`config.mk`:
```
export PLATFORM = sky130hd
export DESIGN_NAME = hcbp_cmd_fifo
export DESIGN_NICKNAME = d
export VERILOG_FILES = /design/src/sv/hcbp_pkg.sv /design/src/sv/hcbp_cmd_fifo.sv
export SDC_FILE = /design/constraint.sdc
export NUM_CORES = 1
export LEC_CHECK = 0
export ABC_CLOCK_PERIOD_IN_PS = 2000
export BUFFER_PORTS_ARGS = -buffer_cell sky130_fd_sc_hd__buf_4
export CELL_PAD_IN_SITES_DETAIL_PLACEMENT = 1
export CELL_PAD_IN_SITES_GLOBAL_PLACEMENT = 2
export CORE_ASPECT_RATIO = 1.25
export CORE_MARGIN = 2
export CORE_UTILIZATION = 35
export DETAILED_ROUTE_END_ITERATION = 7
export PLACE_DENSITY = 0.63
export SYNTH_ARGS = -nofsm -noshare
export SYNTH_HDL_FRONTEND = slang
export SYNTH_SLANG_ARGS = --single-unit
export TNS_END_PERCENT = 100
```
`constraint.sdc`:
```
create_clock -name i_clk -period 2 [get_ports i_clk]
set_input_delay 0.2 -clock i_clk [delete_from_list [all_inputs] [get_ports i_clk]]
set_output_delay 0.2 -clock i_clk [all_outputs]
set_load 0.02 [all_outputs]
```
`src/sv/hcbp_pkg.sv`:
```
// Shared types and constants for the Huffman code bit packer.
`default_nettype none

package hcbp_pkg;

    localparam int MAX_CODE_LEN = 32;
    localparam int SYMBOL_COUNT = 256;

    localparam int SYM_W   = 8;
    localparam int CODE_W  = 32;
    localparam int LEN_W   = 6;
    localparam int BYTE_W  = 8;
    localparam int TOT_W   = 48;

    localparam int LEN_LIMIT = (MAX_CODE_LEN < CODE_W) ? MAX_CODE_LEN : CODE_W;
    localparam int TBL_AW    = (SYMBOL_COUNT > 1) ? $clog2(SYMBOL_COUNT) : 1;

    // bit accumulator: up to seven pending bits plus one full code, MSB aligned
    localparam int ACC_W = LEN_LIMIT + BYTE_W;
    localparam int N_W   = $clog2(ACC_W + 1);

    localparam int QDEPTH = 4;
    localparam int QAW    = $clog2(QDEPTH);
    localparam int QCNT_W = QAW + 1;

    localparam logic [1:0] CMD_LOAD   = 2'd0;
    localparam logic [1:0] CMD_ENCODE = 2'd1;
    localparam logic [1:0] CMD_FLUSH  = 2'd2;

    typedef enum logic {
        OP_ENCODE,
        OP_FLUSH
    } t_op;

    typedef struct packed {
        logic [LEN_W-1:0]  len;
        logic [CODE_W-1:0] code;
    } t_tbl_ent;

    typedef struct packed {
        t_op               op;
        logic [CODE_W-1:0] code;
        logic [LEN_W-1:0]  len;
    } t_q_item;

    typedef struct packed {
        logic              empty;
        logic [QCNT_W-1:0] count;
    } t_q_stat;

endpackage

`default_nettype wire

```
`src/sv/hcbp_cmd_fifo.sv`:
```
// Short request queue between front end and packer.
`default_nettype none

module hcbp_cmd_fifo
    import hcbp_pkg::*;
(
    input  wire logic    i_clk,
    input  wire logic    i_rst_n,
    input  wire logic    i_push,
    input  wire t_q_item i_item,
    input  wire logic    i_pop,
    output t_q_item      o_item,
    output t_q_stat      o_stat
);

    t_q_item           r_mem [QDEPTH];
    logic [QAW-1:0]    r_wp;
    logic [QAW-1:0]    r_rp;
    logic [QCNT_W-1:0] r_cnt;

    always_ff @(posedge i_clk) begin
        if (i_push) begin
            r_mem[r_wp] <= i_item;
        end
    end

    always_ff @(posedge i_clk) begin
        if (!i_rst_n) begin
            r_wp  <= '0;
            r_rp  <= '0;
            r_cnt <= '0;
        end else begin
            if (i_push) begin
                r_wp <= r_wp + QAW'(1);
            end
            if (i_pop) begin
                r_rp <= r_rp + QAW'(1);
            end
            case ({i_push, i_pop})
                2'b10:   r_cnt <= r_cnt + QCNT_W'(1);
                2'b01:   r_cnt <= r_cnt - QCNT_W'(1);
                default: r_cnt <= r_cnt;
            endcase
        end
    end

    assign o_item       = r_mem[r_rp];
    assign o_stat.empty = (r_cnt == '0);
    assign o_stat.count = r_cnt;

    no_overflow: assert property (@(posedge i_clk) disable iff (!i_rst_n)
        (i_push && !i_pop) |-> (r_cnt != QCNT_W'(QDEPTH)))
        else $error("request queue overflow");

    no_underflow: assert property (@(posedge i_clk) disable iff (!i_rst_n)
        i_pop |-> (r_cnt != '0))
        else $error("request queue underflow");

endmodule

`default_nettype wire

```
==> Word-level counts from Yosys, hierarchy flattened <==
Memory sizes are Yosys's and may differ from the RTL's. A register that Yosys moved wholly into a read port is not among the register bits.
Index checks and enable logic that the tools add are counted.
{ "word_totals": {"mem_bits_rw": 156, "memories": 1, "register_bits": 7, "input_bits": 43, "wordCells": 17} }
{ "classes": {"n_mux": 5, "n_reduce_logical": 2, "add_sub_neg": 4, "eq_ne": 2} }
{ "mem_list": {"columns": ["memory", "words", "width", "rd", "rd_clocked_by_memory_dff", "write_ports", "line", "text"], "rows": [
  ["r_mem", 4, 39, 1, 1, 1, "hcbp_cmd_fifo.sv:16", "t_q_item r_mem [QDEPTH];"]
]} }
{ "op_table": {"columns": ["op", "n"], "rows": [
  ["case mux 3 bit (2 select lines)", 1],
  ["adder 2 x 1 -> 2 bit (second input constant)", 2],
  ["two-way mux 2 bit", 2],
  ["adder 3 x 1 -> 3 bit (second input constant)", 1],
  ["zero test 3 bit", 1],
  ["subtractor 3 x 1 -> 3 bit (second input constant)", 1],
  ["== test 2 x 1 -> 1 bit (second input constant)", 1],
  ["== test 2 bit (second input constant)", 1],
  ["two-way mux 1 bit", 2],
  ["nonzero test 2 bit", 1]
]} }

==> Longest topological paths before layout <==
{ "logic_depth": {"depth_word": 3, "depth_mapped": 7} }

==> Worst setup path after synthesis <==
No wires, ideal clock.
{ "synth_timing": {"path_kind": "flip-flop to flip-flop", "start": "reg r_wp[0]", "end": "mem r_mem[2][0] (netlist name), enable pin", "arrival_time_ns": 1.487, "stages_incl_launch_ff": 4, "setup_slack_ns": 0.113, "t_required_ns": 1.600, "path_cell_list": "dfxtp_1 > inv_1 > ha_1 > and2_1"} }
{ "synth_lines": {"columns": ["element", "line", "text"], "rows": [
  ["start: declaration", "hcbp_cmd_fifo.sv:17", "logic [QAW-1:0] r_wp;"],
  ["start signal: assignment", "hcbp_cmd_fifo.sv:34", "r_wp <= r_wp + QAW'(1);"],
  ["end: declaration", "hcbp_cmd_fifo.sv:16", null]
]} }
Straight into the memory's write port.

==> results.toml <==
[synth]
synth-seq-cells = 165
netlist_area_sq_mm = 0.00606
yosysWarningCount = 0
yosys.cell_types.count = 20
synth-seq-area-share_pct = 80.2
avgSynthCellArea_sq_um = 24.4
syn-num-nets = 297
synth_top_area_share_pct = 77.3
synthCells = 248
yosysTopAreaCell = "edfxtp_1"
synth_area_leaders = "edfxtp_1 (77%), mux4_2 (14%), dfxtp_1 (3.0%), and2_1 (1.0%), ha_1 (1.0%)"

[timing]
max_freq_ghz = 0.517
tightest_slew_ns = 0.430
setup_viol = 0
period_needed_ns = 1.94
finalSetupTns_ns = 0
finalHoldViolations = 0
finClkSkew_ns = 0.00941
maxSlewHeadroom_pct = 71.3
drv_slew = 0
period_share_pct = 96.8
rsz0062_at_grt = "yes"
layout_setup_ws_ns = 0.0640

[worst_hold_path]
worstHoldPathType = "in -> reg"
whs_path_depth = 2

[drt]
drt_pre_antenna_iters = 4
finalWirelength_um = 11400
drtIter0Drc = 145
antenna_left = 0
vias = 2891
vias_per_cell = 4.63
drc_errors = 0
routedWlPerCell_um = 18.2

[floorplanning]
die_h_um = 151
die_width_um = 122
initial_core_util_pct = 35.8
dieArea_sq_mm = 0.0184
core_sq_mm = 0.0169
pin_count = 86
rows = 53

[grt]
grt_pass1_wl_um = 17800
grt_max_degree = 40
grt-ovfl-total = 0
grt_pass1_vias = 3287
antenna_found_initial = 0
grt_use_total_pct = 13.4

[flow_run]
cap_violations = 0

[finish]
final_nets = 441
finalInstanceArea_sq_mm = 0.00804
antenna-diode-count = 0
syn_to_final_growth_pct = 32.6
drive_above_1_share_pct = 41.7
nFillCells = 1586

[clock_network]
clockBufferDepth = 2
cts_tree = "done"
worst_skew_pair.late_latency_ns = 0.41
cts_buffers = 17
clk_pin_slew_worst_paths_ns = 0.06
cts_max_level = 4
cts.sinks = 165
root_buffer = "clkbuf_16"

[critical_path]
worstSetupEndpoint = "o_item[3]"
cp.required_ns = 1.80
worstSetupStartpointType = "register"
end_kind = "output port"
cp.arrival_ns = 1.74
rr_worst_depth = 5
reg2reg_slack_ns = 0.38
r2r-end = "r_cnt[2]"
worstPathMaxFanout = 21
critical_path_class = "reg -> out"
r2r_start = "r_cnt[0]"

[run_status]
outcome = "complete, no violations"

[placement]
place.gp.congestion = 0.668
place_hpwl_um = 6730
dpl_cell_area_sq_mm = 0.00709
io_buffers = 85
place_ws_ns = 0.255

[pwr]
vdd_drop_max_mv = 0.483
total_leakage_power_nw = 2.76
report.power.total_mw = 8.08
p_per_area_mw_per_mm2 = 1000
layout by cell type, fill, tap and decap left out, types with 2 or more instances in the layout:
cell type | synthesis | layout
and2_2 | 0 | 4
edfxtp_1 | 156 | 156
ha_1 | 5 | 5
clkinvlp_4 | 0 | 3
xnor2_1 | 2 | 2
inv_1 | 6 | 6
clkinv_2 | 0 | 2
clkinv_4 | 0 | 4
buf_4 | 2 | 85
inv_6 | 0 | 3
clkbuf_16 | 0 | 17
nand2_1 | 2 | 2
dfxtp_1 | 9 | 7
o21ai_0 | 2 | 2
mux4_2 | 39 | 39
and2_1 | 10 | 6
buf_12 | 0 | 7
buf_6 | 2 | 2
dlygate4sd3_1 | 0 | 39
xor2_1 | 3 | 3
critical path, stage by stage, from the launching register on:
cell and delay [ns]:
dfxtp_4 0.37, buf_12 0.21, mux4_2 0.58, buf_6 0.16
final cells by class:
| type | count | area [sq um] | area share (%) |
|---|---|---|---|
| tap | 220 | 275 | 3.42 |
| clock inverter | 14 | 128 | 1.59 |
| multi-input combinational | 69 | 1120 | 14.0 |
| timing repair buffer | 133 | 1190 | 14.8 |
| sequential | 165 | 4870 | 60.6 |
| inverter | 6 | 22.5 | 0.280 |
| clock buffer | 18 | 429 | 5.34 |
cell usage after synthesis (all sizes together):
cell type	n
nor3	1
mux4	39
or3	1
xnor2	2
dfxtp	9
nand2	2
clkbuf	2
and2	10
a21boi	1
buf	6
nor2b	1
ha	5
mux2i	1
edfxtp	156
xor2	3
inv	6
fa	1
o21ai	2
worst min path at each step:
stage,slack [ns],startpoint,end
CTS,0.04,i_rst_n,r_rp[0]
global placement,0.40,i_item[8],r_mem[3][8]
floorplan,0.30,i_item[0],r_mem[0][0]
finish,0.05,i_rst_n,r_rp[0]
global route,0.05,i_rst_n,register
detailed placement,0.40,i_item[28],r_mem[0][28]
repair_timing:
item	CTS	global route
gates cloned	0	0
buffers inserted	0	0
hold buffers	39	0
setup endpoints to repair	1	1
endpoints found under the hold margin	156	0
gates resized for setup	1	1
stage by stage:
| step | hold WS [ns] | util (%) | instances |
|---|---|---|---|
| 2_1_floorplan | 0.299 | - | 248 |
| 3_3_place_gp | 0.399 | 41.9 | 554 |
| 3_5_place_dp | 0.404 | 41.9 | 554 |
| 4_1_cts | 0.0361 | 47.5 | 625 |
| 5_1_grt | 0.0455 | 47.5 | 625 |
| 6_report | 0.0470 | 47.5 | 625 |
report_power, final:
group | total (mW) | leakage (nW) | internal [mW] | switching [mW]
Combinational | 1.05 | 0.983 | 0.523 | 0.529
Sequential | 4.01 | 1.51 | 3.96 | 0.0493
Clock | 3.02 | 0.265 | 1.72 | 1.30
layer usage:
metal,track usage (%),vias up,wire length (um)
met1,14.8,1508,4450
li1,-,1318,-
met5,0,-,0
met3,3.61,11,424
met4,5.34,0,163
met2,24.3,54,6320
logic make-up after synthesis:
logic type / count (synthesis) / share of synthesized area [%]
AO/OA/AOI/OAI: 3 / 0.289
XOR/XNOR: 5 / 0.723
adder cells (fa/ha/maj): 6 / 1.36
buffers and inverters: 14 / 1.28
flip-flops: 165 / 80.2
multiplexers: 40 / 14.7
AND/OR/NAND/NOR: 15 / 1.44
state kept, by name, indices dropped and copies added, names as in the netlist, named ones only:
name / count
r_cnt: 3
r_rp: 2
r_wp: 2
r_mem: 156
No activity file was read; power rests on OpenSTA's default activity.
