## config.mk

```make
export PLATFORM = sky130hd
export DESIGN_NAME = hcbp_back
export DESIGN_NICKNAME = d
export VERILOG_FILES = /design/src/sv/hcbp_pkg.sv /design/src/sv/hcbp_back.sv
export SDC_FILE = /design/constraint.sdc
export NUM_CORES = 1
export LEC_CHECK = 0
export ABC_AREA = 1
export BUFFER_PORTS_ARGS = -buffer_cell sky130_fd_sc_hd__buf_2
export CORE_AREA = 2 2 147 135
export CTS_CLUSTER_DIAMETER = 150
export DETAILED_ROUTE_END_ITERATION = 8
export DIE_AREA = 0 0 149 137
export GPL_ROUTABILITY_DRIVEN = 0
export PLACE_DENSITY = 0.82
export SKIP_CTS_REPAIR_TIMING = 1
export SLEW_MARGIN = 20
export SYNTH_ARGS = -nofsm -noshare
export SYNTH_HDL_FRONTEND = slang
export SYNTH_SLANG_ARGS = --single-unit
```

## constraint.sdc

```tcl
create_clock -name i_clk -period 9 [get_ports i_clk]
set_clock_uncertainty 0.2 [all_clocks]
set_input_delay 1.8 -clock i_clk [delete_from_list [all_inputs] [get_ports i_clk]]
set_output_delay 1.8 -clock i_clk [all_outputs]
set_load 0.01 [all_outputs]
```

## src/sv/hcbp_pkg.sv

```systemverilog
// Shared types and constants for the Huffman code bit packer.
`default_nettype none

package hcbp_pkg;

    localparam int MAX_CODE_LEN = 32;
    localparam int SYMBOL_COUNT = 256;

    localparam int SYM_W   = 8;
    localparam int CODE_W  = 32;
    localparam int LEN_W   = 6;
    localparam int BYTE_W  = 8;
    localparam int TOT_W   = 48;

    localparam int LEN_LIMIT = (MAX_CODE_LEN < CODE_W) ? MAX_CODE_LEN : CODE_W;
    localparam int TBL_AW    = (SYMBOL_COUNT > 1) ? $clog2(SYMBOL_COUNT) : 1;

    // bit accumulator: up to seven pending bits plus one full code, MSB aligned
    localparam int ACC_W = LEN_LIMIT + BYTE_W;
    localparam int N_W   = $clog2(ACC_W + 1);

    localparam int QDEPTH = 4;
    localparam int QAW    = $clog2(QDEPTH);
    localparam int QCNT_W = QAW + 1;

    localparam logic [1:0] CMD_LOAD   = 2'd0;
    localparam logic [1:0] CMD_ENCODE = 2'd1;
    localparam logic [1:0] CMD_FLUSH  = 2'd2;

    typedef enum logic {
        OP_ENCODE,
        OP_FLUSH
    } t_op;

    typedef struct packed {
        logic [LEN_W-1:0]  len;
        logic [CODE_W-1:0] code;
    } t_tbl_ent;

    typedef struct packed {
        t_op               op;
        logic [CODE_W-1:0] code;
        logic [LEN_W-1:0]  len;
    } t_q_item;

    typedef struct packed {
        logic              empty;
        logic [QCNT_W-1:0] count;
    } t_q_stat;

endpackage

`default_nettype wire

```

## src/sv/hcbp_back.sv

```systemverilog
// Back end: bit accumulator, byte emission, bit counter and result register.
`default_nettype none

module hcbp_back
    import hcbp_pkg::*;
(
    input  wire logic              i_clk,
    input  wire logic              i_rst_n,
    input  wire t_q_item           i_q_item,
    input  wire t_q_stat           i_q_stat,
    output logic                   o_q_pop,
    input  wire logic              i_pop,
    output logic                   o_empty,
    output logic [BYTE_W-1:0]      o_out_byte,
    output logic                   o_has_byte,
    output logic [TOT_W-1:0]       o_total_bits,
    output logic                   o_last
);

    logic [ACC_W-1:0]  r_acc;
    logic [N_W-1:0]    r_n;
    logic [TOT_W-1:0]  r_total;
    logic              r_ov;
    logic [BYTE_W-1:0] r_byte;
    logic              r_has;
    logic [TOT_W-1:0]  r_tot_out;
    logic              r_last;

    logic [ACC_W-1:0]  n_acc;
    logic [N_W-1:0]    n_n;
    logic [TOT_W-1:0]  n_total;
    logic              n_ov;
    logic [BYTE_W-1:0] n_byte;
    logic              n_has;
    logic [TOT_W-1:0]  n_tot_out;
    logic              n_last;

    logic              can_out;
    logic              q_pop;
    logic [N_W-1:0]    app_n;
    logic [N_W-1:0]    app_sh;
    logic [ACC_W-1:0]  app_acc;
    logic [TOT_W:0]    sum;

    assign can_out = !r_ov || i_pop;
    assign app_n   = r_n + N_W'(i_q_item.len);
    assign app_sh  = N_W'(ACC_W) - app_n;
    assign app_acc = r_acc | (ACC_W'(i_q_item.code) << app_sh);
    assign sum     = {1'b0, r_total} + (TOT_W + 1)'(i_q_item.len);

    always_comb begin
        n_acc     = r_acc;
        n_n       = r_n;
        n_total   = r_total;
        n_ov      = r_ov && !i_pop;
        n_byte    = r_byte;
        n_has     = r_has;
        n_tot_out = r_tot_out;
        n_last    = r_last;
        q_pop     = 1'b0;
        if (r_n >= N_W'(BYTE_W)) begin
            if (can_out) begin
                n_ov      = 1'b1;
                n_byte    = r_acc[ACC_W-1 -: BYTE_W];
                n_has     = 1'b1;
                n_tot_out = '0;
                n_last    = (r_n < N_W'(2 * BYTE_W));
                n_acc     = r_acc << BYTE_W;
                n_n       = r_n - N_W'(BYTE_W);
            end
        end else if (!i_q_stat.empty) begin
            case (i_q_item.op)
                OP_ENCODE: begin
                    q_pop   = 1'b1;
                    n_total = sum[TOT_W] ? '1 : sum[TOT_W-1:0];
                    if (app_n >= N_W'(BYTE_W) && can_out) begin
                        n_ov      = 1'b1;
                        n_byte    = app_acc[ACC_W-1 -: BYTE_W];
                        n_has     = 1'b1;
                        n_tot_out = '0;
                        n_last    = (app_n < N_W'(2 * BYTE_W));
                        n_acc     = app_acc << BYTE_W;
                        n_n       = app_n - N_W'(BYTE_W);
                    end else begin
                        n_acc = app_acc;
                        n_n   = app_n;
                    end
                end
                OP_FLUSH: begin
                    if (can_out) begin
                        q_pop     = 1'b1;
                        n_ov      = 1'b1;
                        n_byte    = r_acc[ACC_W-1 -: BYTE_W];
                        n_has     = (r_n != '0);
                        n_tot_out = r_total;
                        n_last    = 1'b1;
                        n_acc     = '0;
                        n_n       = '0;
                        n_total   = '0;
                    end
                end
                default: begin
                    q_pop = 1'b1;
                end
            endcase
        end
    end

    always_ff @(posedge i_clk) begin
        if (!i_rst_n) begin
            r_acc   <= '0;
            r_n     <= '0;
            r_total <= '0;
            r_ov    <= 1'b0;
        end else begin
            r_acc   <= n_acc;
            r_n     <= n_n;
            r_total <= n_total;
            r_ov    <= n_ov;
        end
    end

    always_ff @(posedge i_clk) begin
        r_byte    <= n_byte;
        r_has     <= n_has;
        r_tot_out <= n_tot_out;
        r_last    <= n_last;
    end

    assign o_q_pop      = q_pop;
    assign o_empty      = !r_ov;
    assign o_out_byte   = r_byte;
    assign o_has_byte   = r_has;
    assign o_total_bits = r_tot_out;
    assign o_last       = r_last;

    acc_in_range: assert property (@(posedge i_clk) disable iff (!i_rst_n)
        r_n < N_W'(ACC_W))
        else $error("accumulator bit count out of range");

    empty_flush_zero: assert property (@(posedge i_clk) disable iff (!i_rst_n)
        (r_ov && !r_has) |-> (r_last && (r_byte == '0)))
        else $error("flush without pending bits carries a byte");

    count_only_on_last: assert property (@(posedge i_clk) disable iff (!i_rst_n)
        (r_ov && (r_tot_out != '0)) |-> r_last)
        else $error("bit count on a non-final result");

endmodule

`default_nettype wire

```

* After elaboration in Yosys (flattened, before gate mapping) *
Cells that the tools add are included.

storage, ports and cells
  bits in registers = 153
  bits in latches = 0
  memory bits (writable) = 0
  ROM bits = 0
  input bits = 46
  output and inout port bits = 60
  word-level logic and storage cells = 81
  memories kept = 0

operators by class
  add/subtract/negate cells = 5
  multipliers = 0
  divide/modulo/power cells = 0
  order comparisons = 4
  equality and inequality tests = 4
  shift-type cells = 1
  muxes and demuxes = 45
  bitwise operators = 4
  reduce and logical (&&, ||, !) cells = 10

operators with widths
  cell                 count
  $mux 48              6
  $mux 40              5
  $pmux 48 s2          2
  $pmux 40 s2          1
  $add 48x6->49        1
  $or 40x40->40        1
  $shl 32x6->40        1
  $mux 8               4
  $mux 6               5
  $mux 1               16
  $pmux 8 s2           1
  $ge 6x4->1 const B   2
  $lt 6x5->1 const B   2
  $pmux 6 s2           1
  $sub 6x4->6 const B  2
  $pmux 1 s2           4
  $add 6x6->6          1
  $reduce_and 3->1     2
  $reduce_bool 6->1    1
  $sub 6x6->6 const A  1
  $ne 2x1->1 const B   2
  $reduce_and 4->1     1
  $ne 3x3->1 const B   1
  $not 1->1            3
  5 further kinds      7

* Logic depth before layout (Yosys ltp) *
  depth after elaboration = 8
  depth in mapped cells = 21
  gate-level depth less buffers = 19

* Worst setup path after synthesis *
No wires, ideal clock.

  kind = input -> register
  from = in i_q_item[0] (netlist bit)
  to = reg r_acc[1]
  setup time = 119 ps
  arrival = 7387 ps
  required time = 8681 ps
  setup slack = 1294 ps
  stages = 13
  buffers on the path = 0
  cell sequence = ha_1 -> fa_1 -> nand3_1 -> nand2_1 -> nand2_2 -> nand2_4 -> nand3_2 -> nand2_1 -> nand2_1 -> inv_2 -> nor3b_1 -> or2_2 -> nor2_1

on the way
  cells in the longest elaborated chain, start to end = 8
  elaborated cells between the ends (all ways) = 10
  classes of those cells = add/sub (2); order compare (1); shift (1); mux (4); bitwise (1); reduce/logical (1)

ends and longest elaborated chain
  item                  RTL line          source
  from (decl)           hcbp_back.sv:9    input wire t_q_item i_q_item,
  $add 6x6->6 *         hcbp_back.sv:46   assign app_n = r_n + N_W'(i_q_item.len);
  $sub 6x6->6           hcbp_back.sv:47   assign app_sh = N_W'(ACC_W) - app_n;
  $shl 32x6->40         hcbp_back.sv:48   assign app_acc = r_acc | (ACC_W'(i_q_item.code) << app_sh);
  $or 40x40->40         hcbp_back.sv:48
  $mux 40 *             hcbp_back.sv:76   if (app_n >= N_W'(BYTE_W) && can_out) begin
  $pmux 40 s2 *         hcbp_back.sv:72   case (i_q_item.op)
  $mux 40 *             hcbp_back.sv:71   end else if (!i_q_stat.empty) begin
  $mux 40 *             hcbp_back.sv:61   if (r_n >= N_W'(BYTE_W)) begin
  to (signal assigned)  hcbp_back.sv:116  r_acc <= n_acc;
  to (decl)             hcbp_back.sv:20   logic [ACC_W-1:0] r_acc;

Every way passes the cells marked *; elsewhere a longest branch is shown, timed or not. The select of a mux whose other input is x is not followed.
A chain may end at the register's enable or synchronous reset.

* Worst setup path in the final report *
  from = in i_q_item[0] (netlist bit)
  to = reg r_acc[36]

Same word-level chain as after synthesis.

==> results by group <==
Placement
  – Worst slack, placed: 2.83 ns
  – I/O Buffers: 102
  – Post-Place Cells: 2,062
  – Post-DP HPWL: between 20 and 25 mm
  – Cell area after placement: between 10,000 and 15,000 sq um

Yosys
  – XOR/XNOR Fraction of Synth Area: roughly 2.1%
  – Largest family of logic cells by synthesized area: simple AND/OR/NAND/NOR gates
  – Avg Cell Area, Syn: ~6.2 sq um
  – Simple-Gate Fraction of Synth Area: 41.1%
  – Net count after synthesis: ~1,900
  – Post-Synthesis Cells: roughly 1,800
  – Top cell type's share of synthesized area: 21.5%
  – Largest area contributor in the netlist: nand2_1
  – Synthesized area: 11,100 sq um
  – Seq/Total Area, Yosys: 32.8%
  – Synth top area cells: nand2_1 21%, dfxtp_1 17%, edfxtp_1 16%, nand3_1 9.5%, a21oi_1 6.0%
  – Synth Area in Adders: 2.05%
  – Ys Warns: 0
  – Post-synthesis compound-gate area fraction: between 10% and 20%
  – Synthesis-stage register bit count: 153
  – Yosys cell types: 44
  – Mux contribution to synthesized area: 0%

Power
  – Max IR drop VDD: ~190 uV
  – Sequential Power Share: 26.3%
  – Clock Power Share: about a fifth
  – Combinational Power Share: 54.2%
  – Switching pwr: about 1.9 mW
  – PD cells: about 320 nW/um^2
  – Leak pwr: between 5 and 6 nW
  – Tot Pwr: just under 4 mW
  – Cell internal pwr: roughly 2.0 mW
  – Sw Ratio: around half

Setup path
  – Critical Path RT: 9.17 ns
  – Most used cell, CP: nand2_1
  – CP max FO: 39
  – Nature of the critical path endpoint: register
  – Crit path max-delay family: buffers and inverters
  – CP Data Arrival Time: between 5 and 6 ns
  – Crit Path Class: primary input to register
  – Critical-path cell list: buf_2 -> ha_1 -> buf_4 -> inv_2 -> ha_1 -> buf_4 -> clkinv_1 -> nand3_1 -> nand2_1 -> nand2_1 -> o21ai_0 -> nor2_2 -> nand2_1 -> nor2_1 -> nor2_1 -> nand2_1 -> nand3_1 -> a21oi_1
  – Crit path max-delay cell type: clkinv_1
  – Crit path depth: 18
  – CP max stage delay: roughly 0.81 ns
  – R2R cell count: 17
  – Bufs and invs on worst path: 5
  – Type of origin of the critical path: primary input

Finish
  – Synth-to-layout area growth: 9.90%
  – Nets: about 1,900
  – Fillcell total: 1,759
  – Multi-input gate area: about 6400 sq um
  – Cell area after layout: approximately 12,000 sq um
  – Layout cells sized above 1: 10.5%
  – Final core utilization: approximately 65%
  – Final std cells w/o fill: between 2,000 and 2,500
  – Area taken by flip-flops and latches: between 3000 and 4000 sq um
  – ANT cells: 0

Timing
  – F_max: between 150 and 200 MHz
  – Final setup violation count: 0
  – Least-Margin Pin Slew: 0.983 ns
  – Final WS setup: between 3 and 4 ns
  – Tcrit/Tclk final: between 60% and 70%
  – Fin crit period: 5.81 ns
  – Hold Slack: around 0.28 ns
  – Relative slew slack: between 30% and 40%
  – Hold violation count in the final report: 0
  – TNS Setup: 0 ns
  – Final Slew Violations: 0
  – RSZ-0062 raised after global routing: no

Floorplan
  – Row Count: 48
  – DIE WIDTH: between 100 and 150 um
  – Die H: between 100 and 150 um
  – Initial Utilization: between 50% and 60%
  – Core Footprint: approximately 19,000 sq um
  – Top-Level Pins: 106
  – Die Area: between 20,000 and 25,000 sq um

Global routing
  – Pin count of the biggest net entering global routing: 75
  – Total gr overflow: 0
  – Initial antenna violation count: 0
  – Met2 GRT Util: approximately 45%
  – Global-route met3 utilization: under 10%
  – Met1 usage: 48.0%
  – Total track usage: 31.6%
  – GR peak layer: met1
  – First-pass GRT wire length: slightly above 50 mm
  – Vias in the first global route: ~10,000

Detailed routing
  – DRT Pass-1 Iters: 6
  – Drt wl/cell: between 15 and 20 um
  – Total wire length: approximately 32 mm
  – DR vias: ~12,000
  – Routed vias/inst: roughly 5.7
  – Antenna-violating nets left: 0
  – DR DRC count: 0
  – DRT iter0 DRCs: ~1,500

Min path
  – Min-Delay Path Class: register to register
  – WHS Path Cells: 2

Clock network
  – Worst skew pair latency: between 0.4 and 0.5 ns
  – Clock tree from TritonCTS: done
  – Worst-case clock buffer depth: 2
  – H-Tree Depth: 4
  – Cts bufs inserted: 17
  – CTS root buf: clkbuf_16
  – Clk slew on worst S/H paths: around 0.07 ns
  – Clock sink total: about 150

Status
  – Outcome: finished, final reports clean

Run
  – Max_cap viols: 0
## worst register-to-register path, stage by stage, from the launching register on
cell,delay [ns]
dfxtp_1,0.33
ha_1,0.27
buf_4,0.31
inv_2,0.33
ha_1,0.39
buf_4,0.33
clkinv_1,0.83
nand3_1,0.34
nand2_1,0.12
nand2_1,0.10
o21ai_0,0.12
nor2_2,0.22
nand2_1,0.08
nor2_1,0.18
nor2_1,0.09
nand2_1,0.10
nand3_1,0.08
a21oi_1,0.17
## power groups by stage
stage	logic, mW	clock network, mW	registers (mW)
detailed placement	2.06	0	1.04
floorplan	1.51	0	1.11
global route	2.36	0.791	1.05
global placement	2.03	0	1.03
CTS	2.08	0.764	1.03
finish	2.12	0.767	1.03
## registers in the layout, summed over array words and instances (netlist names)
name and flops:
o_total_bits 48, r_total 48, r_acc 40, o_out_byte 8
r_n 6, o_has_byte 1, o_last 1, r_ov 1
## synth_stat cells (all sizes together)
library cell and number:
nor4 5, a21oi 134, edfxtp 58, fa 2
nor3b 1, a31oi 7, or2 4, nand2 646
buf 51, nand3 219, xor2 27, inv 178
o21a 6, dfxtp 95, nand4 20, and2 2
o31ai 2, a22oi 5, o22ai 6, o21bai 3
o211ai 2, clkinv 1, o21ai 86, a21o 1
nor2 148, clkbuf 38, ha 15, nor3 28
## cell type report
class / instances / area share, %
Multi-Input combinational cell: 1369 / 52.3
Sequential cell: 153 / 29.8
Inverter: 179 / 5.50
Timing Repair Buffer: 111 / 4.73
Clock buffer: 18 / 3.60
Tap cell: 250 / 2.56
Clock inverter: 14 / 1.47
## kinds of logic after synthesis
family	Yosys count
compound gates	252
simple gates	1073
xor+xnor	27
fa+ha+maj	17
flops	153
buf+inv	268
## worst paths after layout
check        slack (ns)                  endpoint                      from
min reg2reg        0.28  r_total[19]$_SDFFE_PN0P_  r_total[19]$_SDFFE_PN0P_
min                0.28  r_total[19]$_SDFFE_PN0P_  r_total[19]$_SDFFE_PN0P_
max                3.19    r_acc[36]$_SDFFE_PN0P_               i_q_item[0]
max reg2reg        4.34    r_acc[36]$_SDFFE_PN0P_       r_n[0]$_SDFFE_PN0P_
## layer usage
metal / routed length (um) / share of wire [%] / vias to the layer above
li1: - / - / 5891
met1: 14600 / 45 / 5390
met2: 13400 / 41 / 681
met3: 4070 / 13 / 46
met4: 365 / 1.1 / 0
met5: 0 / 0 / -
## cells in the final DEF, fill, tap and decap left out, types with 3 or more instances in the layout
cell type / instances
nand3_2: 8
dfxtp_1: 95
xor2_1: 27
clkbuf_16: 17
a21oi_1: 133
inv_2: 12
ha_1: 15
edfxtp_1: 58
nand2_2: 9
nor3_1: 23
o21bai_1: 3
o21ai_0: 66
inv_6: 4
nand3_1: 209
nor2_4: 3
nand2_1: 635
nor4_1: 5
inv_8: 4
o21a_1: 6
clkinvlp_4: 3
o22ai_1: 6
inv_1: 166
a22oi_1: 5
buf_4: 9
nor2_1: 141
nor3_2: 5
buf_2: 102
nor2_2: 4
a31oi_1: 7
nand4_1: 20
or2_2: 3
o21ai_1: 19
Note: power is estimated with default switching activity, not from simulation.
